File: config.mk
export PLATFORM = sky130hd
export DESIGN_NAME = grid_histogram_localizer_top_flat
export DESIGN_NICKNAME = d
export VERILOG_FILES = /design/src/hw/rtl/ghl_pkg.sv /design/src/hw/rtl/ghl_if.sv /design/src/hw/rtl/ghl_mem.sv /design/src/hw/rtl/ghl_div.sv /design/src/hw/rtl/grid_histogram_localizer_top.sv /design/src/flat_wrapper.sv
export SDC_FILE = /design/constraint.sdc
export NUM_CORES = 2
export LEC_CHECK = 0
export BUFFER_PORTS_ARGS = -buffer_cell sky130_fd_sc_hd__buf_2
export CAP_MARGIN = 15
export CORE_UTILIZATION = 39
export DETAILED_ROUTE_END_ITERATION = 10
export PLACE_DENSITY = 0.6
export SYNTH_ARGS = -nofsm -noshare
export SYNTH_HDL_FRONTEND = slang
export SYNTH_HIERARCHICAL = 1
export SYNTH_SLANG_ARGS = --single-unit
File: constraint.sdc
create_clock -name clk_i -period 14 [get_ports clk_i]
set_input_delay 2.1 -clock clk_i [delete_from_list [all_inputs] [get_ports clk_i]]
set_output_delay 2.1 -clock clk_i [all_outputs]
set_load 0.05 [all_outputs]
File: src/hw/rtl/ghl_pkg.sv
// grid histogram localizer: shared widths, codes, register resets and helpers
// no dependencies; compiled first
`timescale 1ns / 1ps
`default_nettype none

package ghl_pkg;

  // field widths fixed by the block's interface
  localparam int CfgIdxW  = 3;
  localparam int CfgDataW = 40;
  localparam int MapW     = 40;
  localparam int BoundW   = 10;
  localparam int WeightW  = 16;
  localparam int ReadingW = 10;
  localparam int OpW      = 2;
  localparam int ClassW   = 2;
  localparam int OutRowW  = 2;
  localparam int OutColW  = 3;
  localparam int CellW    = 6;

  // Q0.16 weights: products are rounded half up and shifted down by 16
  localparam int MulFracBits = 16;
  localparam int RoundHalf   = 32768;

  // register reset values
  localparam logic [MapW-1:0]    MapColorsRst  = '0;
  localparam logic [BoundW-1:0]  BoundBlackRst = 10'd30;
  localparam logic [BoundW-1:0]  BoundGreenRst = 10'd80;
  localparam logic [BoundW-1:0]  BoundRedRst   = 10'd140;
  localparam logic [WeightW-1:0] WeightHitRst  = 16'd52429;
  localparam logic [WeightW-1:0] WeightMissRst = 16'd13107;
  localparam logic [WeightW-1:0] MoveExactRst  = 16'd58982;
  localparam logic [WeightW-1:0] MoveOverRst   = 16'd6554;

  typedef enum logic [OpW-1:0] {
    OP_INIT  = 2'd0,
    OP_SENSE = 2'd1,
    OP_MOVE  = 2'd2,
    OP_NONE  = 2'd3
  } op_e;

  typedef enum logic [ClassW-1:0] {
    CLS_BLACK = 2'd0,
    CLS_GREEN = 2'd1,
    CLS_RED   = 2'd2,
    CLS_WHITE = 2'd3
  } class_e;

  typedef enum logic [CfgIdxW-1:0] {
    REG_MAP_COLORS  = 3'd0,
    REG_BOUND_BLACK = 3'd1,
    REG_BOUND_GREEN = 3'd2,
    REG_BOUND_RED   = 3'd3,
    REG_WEIGHT_HIT  = 3'd4,
    REG_WEIGHT_MISS = 3'd5,
    REG_MOVE_EXACT  = 3'd6,
    REG_MOVE_OVER   = 3'd7
  } cfg_reg_e;

  // map color of one cell; cells past the end of the map read as class zero
  function automatic logic [ClassW-1:0] map_class(input logic [MapW-1:0] map,
                                                  input logic [CellW-1:0] cell_idx);
    logic [MapW-1:0] shifted;
    shifted = map >> {cell_idx, 1'b0};
    return shifted[ClassW-1:0];
  endfunction

endpackage

`default_nettype wire

File: src/hw/rtl/ghl_if.sv
// grid histogram localizer: valid/ready channel interfaces (input, result, config)
// depends on ghl_pkg for field widths
`timescale 1ns / 1ps
`default_nettype none

interface ghl_in_if;
  logic                         valid;
  logic                         ready;
  logic [ghl_pkg::OpW-1:0]      opcode;
  logic [ghl_pkg::ReadingW-1:0] reading;

  modport source (output valid, output opcode, output reading, input ready);
  modport sink   (input valid, input opcode, input reading, output ready);
endinterface

interface ghl_out_if #(
  parameter int ProbW = 17
);
  logic                        valid;
  logic                        ready;
  logic [ghl_pkg::OutRowW-1:0] row;
  logic [ghl_pkg::OutColW-1:0] column;
  logic [ProbW-1:0]            probability;
  logic [ghl_pkg::ClassW-1:0]  color_class;
  logic                        all_zero;
  logic                        last;

  modport source (output valid, output row, output column, output probability,
                  output color_class, output all_zero, output last, input ready);
  modport sink   (input valid, input row, input column, input probability,
                  input color_class, input all_zero, input last, output ready);
endinterface

interface ghl_cfg_if;
  logic                         valid;
  logic                         ready;
  logic [ghl_pkg::CfgIdxW-1:0]  index;
  logic [ghl_pkg::CfgDataW-1:0] data;

  modport source (output valid, output index, output data, input ready);
  modport sink   (input valid, input index, input data, output ready);
endinterface

`default_nettype wire

File: src/hw/rtl/ghl_mem.sv
// grid histogram localizer: belief store, one write and one registered read port
// per-entry valid bits make unwritten or cleared entries read the uniform value
`timescale 1ns / 1ps
`default_nettype none

module ghl_mem #(
  parameter int               Depth    = 20,
  parameter int               Width    = 18,
  parameter int               AddrW    = 5,
  parameter logic [Width-1:0] ResetVal = '0
) (
  input  logic             clk_i,
  input  logic             rst_ni,
  input  logic             clear_i,
  input  logic             we_i,
  input  logic [AddrW-1:0] waddr_i,
  input  logic [Width-1:0] wdata_i,
  input  logic [AddrW-1:0] raddr_i,
  output logic [Width-1:0] rdata_o
);

  logic [Width-1:0] mem_q [Depth];
  logic [Depth-1:0] valid_q;
  logic [Width-1:0] rdata_q;

  // valid bits: reset and clear bring back the uniform belief
  always_ff @(posedge clk_i or negedge rst_ni) begin
    if (!rst_ni) begin
      valid_q <= '0;
    end else if (clear_i) begin
      valid_q <= '0;
    end else if (we_i) begin
      valid_q[waddr_i] <= 1'b1;
    end
  end

  // storage and registered read
  always_ff @(posedge clk_i) begin
    if (we_i) begin
      mem_q[waddr_i] <= wdata_i;
    end
    rdata_q <= valid_q[raddr_i] ? mem_q[raddr_i] : ResetVal;
  end

  assign rdata_o = rdata_q;

endmodule

`default_nettype wire

File: src/hw/rtl/ghl_div.sv
// grid histogram localizer: restoring divider, one quotient bit per cycle
// standalone; the caller guarantees the quotient fits in QW bits
`timescale 1ns / 1ps
`default_nettype none

module ghl_div #(
  parameter int SumW = 23,
  parameter int QW   = 17
) (
  input  logic                 clk_i,
  input  logic                 rst_ni,
  input  logic                 start_i,
  input  logic [SumW+QW-1:0]   dividend_i,
  input  logic [SumW-1:0]      divisor_i,
  output logic                 done_o,
  output logic [QW-1:0]        quot_o
);

  localparam int CntW = $clog2(QW + 1);

  logic            busy_q;
  logic            done_q;
  logic [CntW-1:0] cnt_q;
  logic [SumW-1:0] rem_q;
  logic [SumW-1:0] dsr_q;
  logic [QW-1:0]   dvd_q;
  logic [QW-1:0]   quot_q;

  logic [SumW:0]   trial;
  logic [SumW:0]   diff;
  logic            fits;

  // one trial subtraction per cycle
  assign trial = {rem_q, dvd_q[QW-1]};
  assign diff  = trial - {1'b0, dsr_q};
  assign fits  = trial >= {1'b0, dsr_q};

  // iteration count and done pulse
  always_ff @(posedge clk_i or negedge rst_ni) begin
    if (!rst_ni) begin
      busy_q <= 1'b0;
      done_q <= 1'b0;
      cnt_q  <= '0;
    end else begin
      done_q <= 1'b0;
      if (start_i) begin
        busy_q <= 1'b1;
        cnt_q  <= CntW'(QW);
      end else if (busy_q) begin
        cnt_q <= cnt_q - 1'b1;
        if (cnt_q == CntW'(1)) begin
          busy_q <= 1'b0;
          done_q <= 1'b1;
        end
      end
    end
  end

  // partial remainder, dividend bits and quotient
  always_ff @(posedge clk_i) begin
    if (start_i) begin
      rem_q <= dividend_i[SumW+QW-1:QW];
      dvd_q <= dividend_i[QW-1:0];
      dsr_q <= divisor_i;
    end else if (busy_q) begin
      rem_q  <= fits ? diff[SumW-1:0] : trial[SumW-1:0];
      dvd_q  <= {dvd_q[QW-2:0], 1'b0};
      quot_q <= {quot_q[QW-2:0], fits};
    end
  end

  assign done_o = done_q;
  assign quot_o = quot_q;

endmodule

`default_nettype wire

File: src/hw/rtl/grid_histogram_localizer_top.sv
// grid histogram localizer: top level with sequencer, shared multiplier and config
// depends on ghl_pkg, ghl_if, ghl_mem and ghl_div
`timescale 1ns / 1ps
`default_nettype none

// Discrete Bayes localizer over a GRID_ROWS x GRID_COLS grid. Each input beat
// (opcode, reading) updates the belief, opcode 3 leaving it as it is, and is
// answered by one result beat per cell in row-major order, the final one flagged
// by last; no new input is taken until that final beat is out. One multiplier
// walks the cells for the move and sense products and a bit-serial divider
// renormalizes each cell; the result side can stall the output beats.
// Configuration writes are always taken and must only be issued while no item
// is in flight.

module grid_histogram_localizer_top #(
  parameter int GRID_ROWS      = 4,
  parameter int GRID_COLS      = 5,
  parameter int PROB_FRAC_BITS = 16
) (
  input  logic       clk_i,
  input  logic       rst_ni,
  ghl_in_if.sink     in_i,
  ghl_out_if.source  out_o,
  ghl_cfg_if.sink    cfg_i
);

  localparam int Ncells  = GRID_ROWS * GRID_COLS;
  localparam int IdxW    = $clog2(Ncells);
  localparam int RowCntW = (GRID_ROWS > 1) ? $clog2(GRID_ROWS) : 1;
  localparam int ColCntW = $clog2(GRID_COLS);
  localparam int BW      = PROB_FRAC_BITS + 2;
  localparam int PW      = PROB_FRAC_BITS + 1;
  localparam int WW      = ghl_pkg::WeightW;
  localparam int PrW     = BW + WW;
  localparam int AccW    = BW + WW + 1;
  localparam int SumW    = BW + $clog2(Ncells);
  localparam int DivW    = SumW + PW;
  localparam int RowOW   = ghl_pkg::OutRowW;
  localparam int ColOW   = ghl_pkg::OutColW;
  localparam int CellW   = ghl_pkg::CellW;
  localparam int FracW   = ghl_pkg::MulFracBits;
  localparam int OneInt  = 1 << PROB_FRAC_BITS;
  localparam int UniInt  = (OneInt + Ncells / 2) / Ncells;
  localparam logic [BW-1:0] UniVal = BW'(UniInt);
  localparam logic [PW-1:0] OneVal = PW'(OneInt);

  typedef enum logic [11:0] {
    S_IDLE  = 12'h001,
    S_RD    = 12'h002,
    S_M1    = 12'h004,
    S_M2    = 12'h008,
    S_WR    = 12'h010,
    S_NCHK  = 12'h020,
    S_NRD   = 12'h040,
    S_NLD   = 12'h080,
    S_NDIV  = 12'h100,
    S_ORD   = 12'h200,
    S_OLD   = 12'h400,
    S_OWAIT = 12'h800
  } state_e;

  state_e state_q, state_d;

  // configuration registers
  logic [ghl_pkg::MapW-1:0]    map_q;
  logic [ghl_pkg::BoundW-1:0]  bound_black_q, bound_green_q, bound_red_q;
  logic [WW-1:0]               weight_hit_q, weight_miss_q, move_exact_q, move_over_q;

  // sequencer state
  logic [IdxW-1:0]     idx_q;
  logic [RowCntW-1:0]  row_q;
  logic [ColCntW-1:0]  col_q;
  logic                shift_q;
  logic                zero_q;
  ghl_pkg::class_e     cls_q;
  ghl_pkg::class_e     cls;

  // datapath registers
  logic [BW-1:0]       h1_q, h2_q, cur_q;
  logic [AccW-1:0]     acc_q;
  logic [SumW-1:0]     sum_q;

  // result beat registers
  logic [RowOW-1:0]    out_row_q;
  logic [ColOW-1:0]    out_col_q;
  logic [PW-1:0]       out_prob_q;
  logic [ghl_pkg::ClassW-1:0] out_cls_q;
  logic                out_zero_q;
  logic                out_last_q;

  logic                in_acc, out_acc, cfg_acc;
  logic                last_cell, col_end, adv, norm_end;
  logic                mem_we, mem_clear;
  logic [BW-1:0]       mem_wdata, mem_rdata;
  logic                div_start, div_done;
  logic [PW-1:0]       div_quot, norm_val;
  logic [DivW-1:0]     div_dividend;
  logic [BW-1:0]       mul_a;
  logic [WW-1:0]       mul_b, sense_w;
  logic [PrW-1:0]      prod;
  logic [AccW-1:0]     rnd_sum;
  logic [BW-1:0]       rnd_val;

  assign in_acc  = in_i.valid && in_i.ready;
  assign out_acc = out_o.valid && out_o.ready;
  assign cfg_acc = cfg_i.valid && cfg_i.ready;

  assign in_i.ready  = (state_q == S_IDLE);
  assign cfg_i.ready = 1'b1;

  assign last_cell = (idx_q == IdxW'(Ncells - 1));
  assign col_end   = (col_q == ColCntW'(GRID_COLS - 1));

  // reading class, bounds tested in order so the lowest match wins
  always_comb begin
    if (in_i.reading <= bound_black_q) begin
      cls = ghl_pkg::CLS_BLACK;
    end else if (in_i.reading <= bound_green_q) begin
      cls = ghl_pkg::CLS_GREEN;
    end else if (in_i.reading <= bound_red_q) begin
      cls = ghl_pkg::CLS_RED;
    end else begin
      cls = ghl_pkg::CLS_WHITE;
    end
  end

  // shared multiplier and rounding
  assign sense_w = (ghl_pkg::map_class(map_q, CellW'(idx_q)) == cls_q) ?
                   weight_hit_q : weight_miss_q;
  assign prod    = mul_a * mul_b;
  assign rnd_sum = (acc_q + AccW'(ghl_pkg::RoundHalf)) >> FracW;
  assign rnd_val = BW'(rnd_sum);

  // normalize: cell * one + sum/2, over the sum, clamped to one
  assign div_dividend = DivW'({mem_rdata, {PROB_FRAC_BITS{1'b0}}}) + DivW'(sum_q >> 1);
  assign norm_val     = (div_quot > OneVal) ? OneVal : div_quot;

  // sequencer
  always_comb begin
    state_d   = state_q;
    adv       = 1'b0;
    norm_end  = 1'b0;
    mem_we    = 1'b0;
    mem_clear = 1'b0;
    mem_wdata = rnd_val;
    div_start = 1'b0;
    mul_a     = mem_rdata;
    mul_b     = sense_w;
    case (state_q)
      S_IDLE: begin
        if (in_acc) begin
          case (ghl_pkg::op_e'(in_i.opcode))
            ghl_pkg::OP_INIT: begin
              mem_clear = 1'b1;
              state_d   = S_ORD;
            end
            ghl_pkg::OP_SENSE, ghl_pkg::OP_MOVE: state_d = S_RD;
            default: state_d = S_ORD;
          endcase
        end
      end
      S_RD: state_d = S_M1;
      S_M1: begin
        if (shift_q) begin
          mul_a   = h1_q;
          mul_b   = move_exact_q;
          state_d = S_M2;
        end else begin
          state_d = S_WR;
        end
      end
      S_M2: begin
        mul_a   = h2_q;
        mul_b   = move_over_q;
        state_d = S_WR;
      end
      S_WR: begin
        mem_we  = 1'b1;
        adv     = 1'b1;
        state_d = last_cell ? S_NCHK : S_RD;
      end
      S_NCHK: begin
        if (sum_q == '0) begin
          norm_end = 1'b1;
        end else begin
          state_d = S_NRD;
        end
      end
      S_NRD: state_d = S_NLD;
      S_NLD: begin
        div_start = 1'b1;
        state_d   = S_NDIV;
      end
      S_NDIV: begin
        if (div_done) begin
          mem_we    = 1'b1;
          mem_wdata = BW'(norm_val);
          adv       = 1'b1;
          if (last_cell) begin
            norm_end = 1'b1;
          end else begin
            state_d = S_NRD;
          end
        end
      end
      S_ORD: state_d = S_OLD;
      S_OLD: state_d = S_OWAIT;
      S_OWAIT: begin
        if (out_acc) begin
          adv     = 1'b1;
          state_d = last_cell ? S_IDLE : S_ORD;
        end
      end
      default: state_d = S_IDLE;
    endcase
    // after a normalization the move pass hands over to the sense pass
    if (norm_end) begin
      state_d = shift_q ? S_RD : S_ORD;
    end
  end

  // control registers
  always_ff @(posedge clk_i or negedge rst_ni) begin
    if (!rst_ni) begin
      state_q <= S_IDLE;
      idx_q   <= '0;
      row_q   <= '0;
      col_q   <= '0;
      shift_q <= 1'b0;
      zero_q  <= 1'b0;
      cls_q   <= ghl_pkg::CLS_BLACK;
    end else begin
      state_q <= state_d;
      if (in_acc) begin
        cls_q   <= cls;
        zero_q  <= 1'b0;
        shift_q <= (ghl_pkg::op_e'(in_i.opcode) == ghl_pkg::OP_MOVE);
      end
      if (state_q == S_NCHK && sum_q == '0) begin
        zero_q <= 1'b1;
      end
      if (norm_end) begin
        shift_q <= 1'b0;
      end
      // cell walk in row-major order
      if (adv) begin
        if (last_cell) begin
          idx_q <= '0;
          row_q <= '0;
          col_q <= '0;
        end else begin
          idx_q <= idx_q + 1'b1;
          if (col_end) begin
            col_q <= '0;
            row_q <= row_q + 1'b1;
          end else begin
            col_q <= col_q + 1'b1;
          end
        end
      end
    end
  end

  // datapath registers
  always_ff @(posedge clk_i) begin
    if (state_q == S_M1) begin
      cur_q <= mem_rdata;
      acc_q <= (shift_q && col_q == '0) ? '0 : AccW'(prod);
    end
    if (state_q == S_M2) begin
      acc_q <= acc_q + ((col_q >= ColCntW'(2)) ? AccW'(prod) : '0);
    end
    if (state_q == S_WR) begin
      h2_q  <= h1_q;
      h1_q  <= cur_q;
      sum_q <= sum_q + SumW'(rnd_val);
    end
    if (in_acc || norm_end) begin
      sum_q <= '0;
    end
    if (state_q == S_OLD) begin
      out_row_q  <= RowOW'(row_q);
      out_col_q  <= ColOW'(col_q);
      out_prob_q <= mem_rdata[PW-1:0];
      out_cls_q  <= cls_q;
      out_zero_q <= zero_q;
      out_last_q <= last_cell;
    end
  end

  // configuration writes
  always_ff @(posedge clk_i or negedge rst_ni) begin
    if (!rst_ni) begin
      map_q         <= ghl_pkg::MapColorsRst;
      bound_black_q <= ghl_pkg::BoundBlackRst;
      bound_green_q <= ghl_pkg::BoundGreenRst;
      bound_red_q   <= ghl_pkg::BoundRedRst;
      weight_hit_q  <= ghl_pkg::WeightHitRst;
      weight_miss_q <= ghl_pkg::WeightMissRst;
      move_exact_q  <= ghl_pkg::MoveExactRst;
      move_over_q   <= ghl_pkg::MoveOverRst;
    end else if (cfg_acc) begin
      case (ghl_pkg::cfg_reg_e'(cfg_i.index))
        ghl_pkg::REG_MAP_COLORS:  map_q         <= cfg_i.data[ghl_pkg::MapW-1:0];
        ghl_pkg::REG_BOUND_BLACK: bound_black_q <= cfg_i.data[ghl_pkg::BoundW-1:0];
        ghl_pkg::REG_BOUND_GREEN: bound_green_q <= cfg_i.data[ghl_pkg::BoundW-1:0];
        ghl_pkg::REG_BOUND_RED:   bound_red_q   <= cfg_i.data[ghl_pkg::BoundW-1:0];
        ghl_pkg::REG_WEIGHT_HIT:  weight_hit_q  <= cfg_i.data[WW-1:0];
        ghl_pkg::REG_WEIGHT_MISS: weight_miss_q <= cfg_i.data[WW-1:0];
        ghl_pkg::REG_MOVE_EXACT:  move_exact_q  <= cfg_i.data[WW-1:0];
        ghl_pkg::REG_MOVE_OVER:   move_over_q   <= cfg_i.data[WW-1:0];
        default: ;
      endcase
    end
  end

  // result channel
  assign out_o.valid       = (state_q == S_OWAIT);
  assign out_o.row         = out_row_q;
  assign out_o.column      = out_col_q;
  assign out_o.probability = out_prob_q;
  assign out_o.color_class = out_cls_q;
  assign out_o.all_zero    = out_zero_q;
  assign out_o.last        = out_last_q;

  // belief store
  ghl_mem #(
    .Depth    (Ncells),
    .Width    (BW),
    .AddrW    (IdxW),
    .ResetVal (UniVal)
  ) u_mem (
    .clk_i   (clk_i),
    .rst_ni  (rst_ni),
    .clear_i (mem_clear),
    .we_i    (mem_we),
    .waddr_i (idx_q),
    .wdata_i (mem_wdata),
    .raddr_i (idx_q),
    .rdata_o (mem_rdata)
  );

  // normalizing divider
  ghl_div #(
    .SumW (SumW),
    .QW   (PW)
  ) u_div (
    .clk_i      (clk_i),
    .rst_ni     (rst_ni),
    .start_i    (div_start),
    .dividend_i (div_dividend),
    .divisor_i  (sum_q),
    .done_o     (div_done),
    .quot_o     (div_quot)
  );

endmodule

`default_nettype wire

File: src/flat_wrapper.sv
// flat-port wrapper written by rule: the top's interface ports become plain ports
module grid_histogram_localizer_top_flat 
#(
  parameter int GRID_ROWS      = 4,
  parameter int GRID_COLS      = 5,
  parameter int PROB_FRAC_BITS = 16
)
  (clk_i, rst_ni, in_i_valid, in_i_opcode, in_i_reading, in_i_ready, out_o_valid, out_o_row, out_o_column, out_o_probability, out_o_color_class, out_o_all_zero, out_o_last, out_o_ready, cfg_i_valid, cfg_i_index, cfg_i_data, cfg_i_ready);
  ghl_in_if in_i_i ();
  ghl_out_if out_o_i ();
  ghl_cfg_if cfg_i_i ();
  input  logic clk_i;
  input  logic rst_ni;
  input wire logic [$bits(in_i_i.valid)-1:0] in_i_valid;
  input wire logic [$bits(in_i_i.opcode)-1:0] in_i_opcode;
  input wire logic [$bits(in_i_i.reading)-1:0] in_i_reading;
  output wire logic [$bits(in_i_i.ready)-1:0] in_i_ready;
  output wire logic [$bits(out_o_i.valid)-1:0] out_o_valid;
  output wire logic [$bits(out_o_i.row)-1:0] out_o_row;
  output wire logic [$bits(out_o_i.column)-1:0] out_o_column;
  output wire logic [$bits(out_o_i.probability)-1:0] out_o_probability;
  output wire logic [$bits(out_o_i.color_class)-1:0] out_o_color_class;
  output wire logic [$bits(out_o_i.all_zero)-1:0] out_o_all_zero;
  output wire logic [$bits(out_o_i.last)-1:0] out_o_last;
  input wire logic [$bits(out_o_i.ready)-1:0] out_o_ready;
  input wire logic [$bits(cfg_i_i.valid)-1:0] cfg_i_valid;
  input wire logic [$bits(cfg_i_i.index)-1:0] cfg_i_index;
  input wire logic [$bits(cfg_i_i.data)-1:0] cfg_i_data;
  output wire logic [$bits(cfg_i_i.ready)-1:0] cfg_i_ready;
  assign in_i_i.valid = in_i_valid;
  assign in_i_i.opcode = in_i_opcode;
  assign in_i_i.reading = in_i_reading;
  assign in_i_ready = in_i_i.ready;
  assign out_o_valid = out_o_i.valid;
  assign out_o_row = out_o_i.row;
  assign out_o_column = out_o_i.column;
  assign out_o_probability = out_o_i.probability;
  assign out_o_color_class = out_o_i.color_class;
  assign out_o_all_zero = out_o_i.all_zero;
  assign out_o_last = out_o_i.last;
  assign out_o_i.ready = out_o_ready;
  assign cfg_i_i.valid = cfg_i_valid;
  assign cfg_i_i.index = cfg_i_index;
  assign cfg_i_i.data = cfg_i_data;
  assign cfg_i_ready = cfg_i_i.ready;
  grid_histogram_localizer_top #(.GRID_ROWS(GRID_ROWS), .GRID_COLS(GRID_COLS), .PROB_FRAC_BITS(PROB_FRAC_BITS)) u_core (.clk_i(clk_i), .rst_ni(rst_ni), .in_i(in_i_i), .out_o(out_o_i), .cfg_i(cfg_i_i));
endmodule
==> out/qor.yml <==
period_share_pct: 86.5
worstHoldStart: "u_core/cur_q[7]"
die_y_microns: 344
critPathCaptureType: "register"
hpwl_mm: 83.6
numCtsBuffers: 83
final_common_cell: "edfxtp_1"
holdWs_ns: 0.417
hold_path_class: "register to register"
io_buffers: 87
clock_sink_count: 782
criticalPathCategory: "register to register"
rr_startpoint: "u_core/idx_q[1]"
period_needed_ns: 12.11
grt_max_degree: 77
mostFrequentLayoutCells: "edfxtp_1, inv_1, nand2_1"
first_iter_violations: 2633
finalSetupViolCount: 0
ctsResizeCount: 0
synthFlopType: "edfxtp_1"
reg2reg_slack_ns: 1.89
yosysSeqAreaShare_pct: 48.6
overflow: 0
antenna_found_initial: 4
drt-pass1-iter-count: 8
cp_max_fo: 46
cts_setup_buffers: 0
dieArea_sq_um: 119000
cts_root_buf: "clkbuf_16"
grt_pass1_vias: 29900
initial_utilization_pct: 39.3
drv_cap: 0
ant_nets: 0
cp_num_buf_inv: 4
tns_ns: 0
wl_per_cell_microns: 21.7
final_cells: 5535
holdPathStages: 0
critPathMaxStageDelay_ns: 0.94
syn_inst: 3840
drive_gt1_share_pct: 15.8
rows: 125
fmax_mhz: 82.6
crit_path_start: "u_core/idx_q[1]"
rsz0062_at_grt: "false"
nNetsFinal: 4450
cp.arrival_ns: 12.61
worst_pin_slew_ns: 1.09
pin_count: 89
gp_congestion: 0.905
cts_tree: "built"
drc: 0
synth_area_sq_um: 45700
synth_area_per_cell_sq_um: 11.9
die_w_microns: 344
area_growth_pct: 11.2
hold_viol: 0
max-slew-margin-rel_pct: 26.6
cts_max_level: 3
dpl.cell_count: 5378
clock_latency_ns: 0.68
critPathSlowestCell: "dfrtp_4"
yosys_warnings: 6
grt_first_pass_wirelength_mm: 182
viasPerCell: 5.44
synthArstFlopShare_pct: 23.9
clockBufferDepth: 3
routed_wl_mm: 120
coreArea_sq_um: 116000
status: "completed"
hold_buffers: 0
grtUsageTotal_pct: 20.3
via_count: 30100
synth-edff-count: 554
clkTransAtPathRegs_ns: 0.06
worstSetupStartpointType: "register"
ys_types: 96
skew_ns: 0.0359
critical_path_depth: 40
cp_top_family: "compound AO/OA/AOI/OAI gates"
path_common_cell: "fa_1"
crit_required_ns: 14.50
ys_ff_latch: 782
r2r_cells: 40
slew_violations: 0
-- state kept, by name (all words and copies together), names as in the netlist, 17 cells and up --
| name | count |
|---|---|
| u_core/u_div/rem_q | 23 |
| u_core/map_q | 40 |
| u_core/cur_q | 18 |
| u_core/h2_q | 18 |
| u_core/u_mem/mem_q | 360 |
| u_core/sum_q | 23 |
| u_core/h1_q | 18 |
| u_core/u_div/dsr_q | 23 |
| u_core/u_div/dvd_q | 17 |
| u_core/u_div/quot_o | 17 |
| u_core/u_mem/rdata_o | 18 |
| u_core/acc_q | 34 |
| u_core/out_o.probability | 17 |
| u_core/u_mem/valid_q | 20 |
-- path summary, 6_finish.rpt --
kind,endpoint
min in group asynchronous,u_core/bound_green_q[1]
max reg2reg,u_core/acc_q[33]
max,u_core/acc_q[33]
min,u_core/h1_q[7]
min reg2reg,u_core/h1_q[7]
max in group asynchronous,u_core/idx_q[0]
-- metrics by stage --
step	utilization [%]	area (sq um)	setup slack, ns
4_1_cts	43.7	50800	1.86
3_3_place_gp	41.3	48000	2.02
2_1_floorplan	-	45700	3.63
3_5_place_dp	41.3	48000	1.94
6_report	43.7	50800	1.89
5_1_grt	43.7	50800	1.02
-- area by class of cell --
class	count	area, sq um
Tap cell	1524	1910
Antenna cell	1	2.50
Timing Repair Buffer	151	928
Clock buffer	114	2310
Inverter	388	1460
Fill cell	10800	65400
Multi-Input combinational cell	2533	21500
Clock inverter	42	497
Sequential cell	782	22200
-- layer usage --
metal | vias to the layer above | GRT usage [%] | wire length [microns]
met3 | 178 | 3.30 | 7070
li1 | 13700 | - | -
met1 | 15300 | 28.7 | 54300
met4 | 0 | 6.31 | 3410
met5 | - | 0 | 0
met2 | 927 | 32.0 | 55200
-- cell families (layout without fill, tap and decap cells) --
group	Yosys count	count (layout)	share of synthesized area, %
compound gates	550	550	7.90
xor+xnor	126	126	2.45
fa+ha+maj	451	451	16.1
mux	337	337	9.74
simple gates	1063	1063	10.6
other cells	2	7	0.0164
buf+inv	529	695	4.69
flops	782	782	48.6
-- cell usage after synthesis (all sizes together) (17+ instances only) --
cell type / count / area [sq um]
edfxtp: 554 / 16600
fa: 226 / 4520
buf: 62 / 387
nor2: 346 / 1310
ha: 225 / 2820
nor2b: 22 / 138
dfstp: 43 / 1130
o22ai: 50 / 313
mux4: 68 / 1560
nor3: 38 / 195
clkbuf: 79 / 298
a21o: 53 / 398
inv: 387 / 1460
xnor2: 67 / 587
nand2: 393 / 1500
o21a: 28 / 218
o21bai: 23 / 173
dfrtp: 144 / 3600
mux2: 159 / 1790
mux2i: 110 / 1100
nand2b: 32 / 200
a21oi: 131 / 671
nor4: 30 / 194
nand4: 20 / 125
nand3: 55 / 275
dfxtp: 41 / 821
and3: 37 / 231
a22oi: 17 / 128
o21ai: 138 / 736
xor2: 58 / 508
Power is left out: the tool's default activity adds up to more than one toggle a clock period on the data nets, which glitch-free logic cannot reach.
